**src/design/fbpa_pkg.sv**
```systemverilog
// ----------------------------------------------------------------------------
// fbpa_pkg
// Shared types and constants for the fixed-size block pool allocator.
// ----------------------------------------------------------------------------
package fbpa_pkg;

   localparam int NUM_BLOCKS = 1024;
   localparam int IDX_W      = 10;
   localparam int LIMIT_W    = 11;
   localparam int ADDR_W     = $clog2(NUM_BLOCKS);

   localparam logic [LIMIT_W-1:0] LIMIT_RESET = LIMIT_W'(1024);
   localparam logic [LIMIT_W-1:0] LIMIT_CAP   = LIMIT_W'(NUM_BLOCKS < 1024 ? NUM_BLOCKS : 1024);

   typedef enum logic [1:0] {
      OP_ALLOC = 2'd0,
      OP_FREE  = 2'd1,
      OP_RESET = 2'd2
   } op_type;

   typedef struct packed {
      logic [1:0]       op;
      logic [IDX_W-1:0] free_index;
   } req_item_type;

   typedef struct packed {
      logic             status;
      logic [IDX_W-1:0] block_index;
   } rsp_item_type;

   typedef enum logic {
      ST_IDLE = 1'b0,
      ST_POP  = 1'b1
   } state_type;

   typedef enum logic [1:0] {
      RSEL_ZERO   = 2'd0,
      RSEL_CARVED = 2'd1,
      RSEL_HEAD   = 2'd2
   } rsp_sel_type;

   typedef struct packed {
      logic        issue_read;
      logic        push;
      logic        carve;
      logic        clear;
      logic        pop;
      logic        rsp_load;
      logic        rsp_fail;
      rsp_sel_type rsp_sel;
   } cmd_type;

   typedef struct packed {
      logic list_nonempty;
      logic can_carve;
      logic rsp_busy;
   } status_type;

endpackage

```
**src/design/fbpa_ctrl.sv**
```systemverilog
// ----------------------------------------------------------------------------
// fbpa_ctrl
// Sequencer: decodes each accepted item into datapath commands.
// ----------------------------------------------------------------------------
module fbpa_ctrl (
   input  logic                 clock,
   input  logic                 reset,
   input  logic                 req_valid,
   input  logic [1:0]           req_op,
   output logic                 req_stall,
   output logic                 idle,
   input  fbpa_pkg::status_type stat,
   output fbpa_pkg::cmd_type    cmd
);
   import fbpa_pkg::*;

   state_type state_ff;
   state_type state_in;

   always_ff @(posedge clock) begin
      if (reset) begin
         state_ff <= ST_IDLE;
      end else begin
         state_ff <= state_in;
      end
   end

   always_comb begin
      state_in  = state_ff;
      cmd       = '0;
      cmd.rsp_sel = RSEL_ZERO;
      req_stall = 1'b1;
      idle      = (state_ff == ST_IDLE);
      case (state_ff)
         ST_IDLE: begin
            req_stall = stat.rsp_busy;
            if (req_valid && !stat.rsp_busy) begin
               case (req_op)
                  OP_ALLOC: begin
                     if (stat.list_nonempty) begin
                        cmd.issue_read = 1'b1;
                        state_in       = ST_POP;
                     end else if (stat.can_carve) begin
                        cmd.carve    = 1'b1;
                        cmd.rsp_load = 1'b1;
                        cmd.rsp_sel  = RSEL_CARVED;
                     end else begin
                        cmd.rsp_load = 1'b1;
                        cmd.rsp_fail = 1'b1;
                     end
                  end
                  OP_FREE: begin
                     cmd.push     = 1'b1;
                     cmd.rsp_load = 1'b1;
                  end
                  OP_RESET: begin
                     cmd.clear    = 1'b1;
                     cmd.rsp_load = 1'b1;
                  end
                  default: begin
                     cmd.rsp_load = 1'b1;
                  end
               endcase
            end
         end
         ST_POP: begin
            // link word is ready; wait only for room in the output register
            if (!stat.rsp_busy) begin
               cmd.pop      = 1'b1;
               cmd.rsp_load = 1'b1;
               cmd.rsp_sel  = RSEL_HEAD;
               state_in     = ST_IDLE;
            end
         end
         default: begin
            state_in = ST_IDLE;
         end
      endcase
   end

endmodule

```
**config.mk**
```make
export PLATFORM = sky130hd
export DESIGN_NAME = fbpa_ctrl
export DESIGN_NICKNAME = d
export VERILOG_FILES = /design/src/design/fbpa_pkg.sv /design/src/design/fbpa_ctrl.sv
export SDC_FILE = /design/constraint.sdc
export NUM_CORES = 1
export LEC_CHECK = 0
export ABC_CLOCK_PERIOD_IN_PS = 4200
export BUFFER_PORTS_ARGS = -buffer_cell sky130_fd_sc_hd__buf_4
export CORE_AREA = 2 2 39 41
export CTS_CLUSTER_DIAMETER = 40
export DETAILED_ROUTE_END_ITERATION = 8
export DIE_AREA = 0 0 41 43
export MAX_ROUTING_LAYER = met4
export REMOVE_ABC_BUFFERS = 1
export SLEW_MARGIN = 20
export SYNTH_ARGS = -nofsm -noshare
export SYNTH_HDL_FRONTEND = slang
export SYNTH_SLANG_ARGS = --single-unit
```
**constraint.sdc**
```tcl
create_clock -name clock -period 4.2 [get_ports clock]
set_input_delay 0.63 -clock clock [delete_from_list [all_inputs] [get_ports clock]]
set_output_delay 0.63 -clock clock [all_outputs]
set_load 0.02 [all_outputs]
```
# Yosys cells after proc, flatten, opt, wreduce, memory -nomap -nowiden
# Index checks and enable logic that the tools add are counted.
[word_totals]
output_inout_bits = 11
word_cells = 32
input_bits = 8
reg_bits = 1
[op_classes]
reduce_logical = 3
mux = 25
eq_ne = 2
bitwise = 1
[op_table]
columns = ["op", "n"]
rows = [
  ["4-bit two-way mux", 4],
  ["1-bit two-way mux", 15],
  ["2-bit two-way mux", 2],
  ["1-bit case mux with 2 select lines", 2],
  ["2-bit case mux with 2 select lines", 1],
  ["3-bit two-way mux", 1],
  ["2-bit by 1-bit equality test with 1-bit output (second input constant)", 1],
  ["2-bit equality test (second input constant)", 1],
  ["2-bit zero test", 1],
  ["1-bit logical AND", 1],
  ["1-bit zero test", 1],
  ["1-bit NOT", 1],
]

# Depth between registers and ports, before layout
[depth]
ltp_word = 5
depth_mapped = 4
depth_no_buf = 2

# Worst setup path after synthesis
# OpenSTA, ideal clock, no wires.
[synth_path]
path_type = "in2out"
startpoint = "input port stat[0] (netlist name)"
endpoint = "output port cmd[7] (netlist name)"
n_path_buf = 1
t_arrival_ns = 1.680
required_time_ns = 3.570
path_slack_ns = 1.890
cell_stages = 3
path_cell_list = "or3b_1 -> buf_2 -> nor3b_1"
[synth_lines]
columns = ["item", "line_no", "rtl"]
rows = [
  ["start, declared", "fbpa_ctrl.sv:12", "input fbpa_pkg::status_type stat,"],
  ["end, declared", "fbpa_ctrl.sv:13", "output fbpa_pkg::cmd_type cmd"],
]

==> flow_summary_export.csv <==
group,metric,value,unit
die,initial_core_util,0.113,
setup_path,cp-startpoint,"stat[0]",
clocking,cts.reportedPaths.clkPinSlew,0,ns
global_route,antenna_found_initial,0,
clocking,cts_resized,0,
placement,globalplace.congestion,0.580,
hold_path,min_path_type,"reg2reg",
global_route,grt_pass1_wl,600,µm
layout,antennaDiodeCount,0,
global_route,met1_usage,0.0730,
synth,avgSynthCellArea,8.23,µm²
layout,area_growth,86.4,%
timing,setup_viol,0,
synth,synth.distinct_cells,14,
clocking,post-cts-setup-buffers,0,
synth,syn_inst,19,
placement,detailed_place_hpwl,366,µm
timing,finalCriticalPeriod,2.35,ns
routing,final_antenna_net_count,0,
setup_path,path_cells,"buf_4, or3b_1, and4bb_2, buf_4",
routing,wl_per_cell,9.04,µm
timing,fmax,0.425,GHz
global_route,met3_usage,0,
pwr,p_int,0.0000198,W
synth,syn_area,156,µm²
global_route,grt_max_degree,7,
layout,drive_gt1_frac,0.647,
die,core_region_area,1380,µm²
clocking,hold_buffers,0,
pwr,p_leak,0.127,nW
synth,yosysTopAreaCellShare,0.192,
synth,synth_seq_cells,1,
setup_path,crit_required,3.57,ns
die,ios,19,
timing,fin_crit_sh,0.560,
setup_path,path_class,"in2out",
synth,synth_top_cell_by_area,"nor4b_2",
timing,worst_pin_slew,0.210,ns
global_route,grt_pass1_vias,148,
pwr,p_per_area,100,nW/µm²
global_route,gr-total-overflow,0,
layout,regMostFlops,"state_ff",
routing,drc,0,
setup_path,cp_data_arrival_time,1.72,ns
setup_path,cp_slowest_cell,"or3b_1",
clocking,insertion_delay,0,ns
setup_path,crit_fanout,6,
synth,yosys_warnings,0,
die,die_h,43,µm
layout,most-common-layout-cells,"buf_4, nor2_1, nor3b_1, nor4b_2",
synth,synth_seq_area_share,0.128,
setup_path,cpMostUsedCell,"buf_4",
run,drv_cap,0,
timing,rsz0062_at_grt,"false",
setup_path,reg2reg_slack,3.20,ns
die,fp-row-count,14,
placement,io_buffers,18,
layout,nets,44,
die,dieArea,1760,µm²
pwr,ir_drop,0.0283,mV
global_route,busiest_layer,"met1",
routing,dr.pass1.iters,1,
setup_path,critPathMaxStageDelay,0.48,ns
pwr,pwr-share-seq,0.341,
timing,slew_viol_final,0,
pwr,switching_share,0.325,
routing,drtIter0Drc,0,
synth,synth.area.top_cells,"nor4b_2, dfxtp_1, buf_4, nor3b_1, and4bb_2",
global_route,grt_usage,0.0451,
timing,finalSetupTns,0,ns
setup_path,worstSetupStartpointType,"input port",
layout,fin_area,292,µm²
timing,hold_viol_final,0,
routing,vias_per_cell,3.88,
setup_path,reg2regPathDepth,2,
pwr,clkPwrFrac,0,
global_route,grt_use_met2,0.0656,
routing,dr_total_vias,194,
pwr,p_switching,0.00000951,W
setup_path,end_kind,"output pin",
timing,slew-limit-headroom,0.859,
layout,largest_reg_flops,1,
layout,final_common_cell,"buf_4",
routing,wirelength,452,µm
layout,reg_top3,"state_ff: 1 flops",
setup_path,cp-endpoint,"cmd[0]",
timing,clock_skew,0,ns
setup_path,timing.rr.start,"state_ff",
pwr,comb_power_share,0.659,
placement,placed_area,292,µm²
die,die_x,41,µm
setup_path,rr_endpoint,"state_ff",
run_status,status,"finished, final reports clean",
[Yosys cell counts, drive strengths merged]
master / count
a311oi: 1
and4bb: 1
buf: 3
dfxtp: 1
inv: 1
nand2: 1
nor2: 3
nor3b: 2
nor4b: 2
o22ai: 1
or2: 1
or3b: 1
or4b: 1
[per-layer routing]
| layer | part of all wire | wire (µm) |
|---|---|---|
| met5 | 0 | 0 |
| met4 | 0 | 0 |
| met3 | 0.17 | 77 |
| met2 | 0.33 | 151 |
| met1 | 0.49 | 222 |
[worst max-delay path: cells and delay by family]
kind                   cells  cell delay [ns]
buffers and inverters      2             0.27
and+or+nand+nor            2             0.83
[final cells by class]
cell class | instances | area, µm²
fillers | 159 | 1090
multi-input cells | 14 | 113
flip-flops and latches | 1 | 20.0
inverters | 1 | 3.75
well taps | 16 | 20.0
repair buffers | 18 | 135
[power groups by stage]
stage | logic [W] | clock network, W | registers, W
floorplan | 0.00000787 | 0 | 0.00000995
finish | 0.0000193 | 0 | 0.0000100
detailed placement | 0.0000194 | 0 | 0.00000999
global placement | 0.0000191 | 0 | 0.00000998
CTS | 0.0000194 | 0 | 0.00000999
global route | 0.0000205 | 0 | 0.0000100
[how the worst min path moves through the flow]
stage             start       end  slack (ns)  depth (start not counted)
6_report       state_ff  state_ff        0.51                          2
5_1_grt        state_ff  state_ff        0.54                          2
4_1_cts        state_ff  state_ff        0.51                          2
3_5_place_dp   state_ff  state_ff        0.51                          2
3_3_place_gp   state_ff  state_ff        0.51                          2
2_1_floorplan  state_ff  state_ff        0.48                          2
[kinds of logic (layout without fill, tap and decap cells)]
group | Yosys count | in the layout | synth area share
flops | 1 | 1 | 0.128
compound gates | 2 | 2 | 0.0960
simple gates | 12 | 12 | 0.624
buf+inv | 4 | 19 | 0.152
[stage by stage]
stage	cells	hold slack, ns	total power [W]	utilization	worst slack (ns)
after floorplan	16	0.484	0.0000178	-	1.91
after global placement	50	0.509	0.0000291	0.211	1.86
after detailed placement	50	0.510	0.0000294	0.211	1.84
after CTS	50	0.511	0.0000294	0.211	1.84
after global routing	50	0.535	0.0000306	0.211	1.81
final	50	0.512	0.0000293	0.211	1.85
Note: power is estimated with default switching activity, not from simulation.
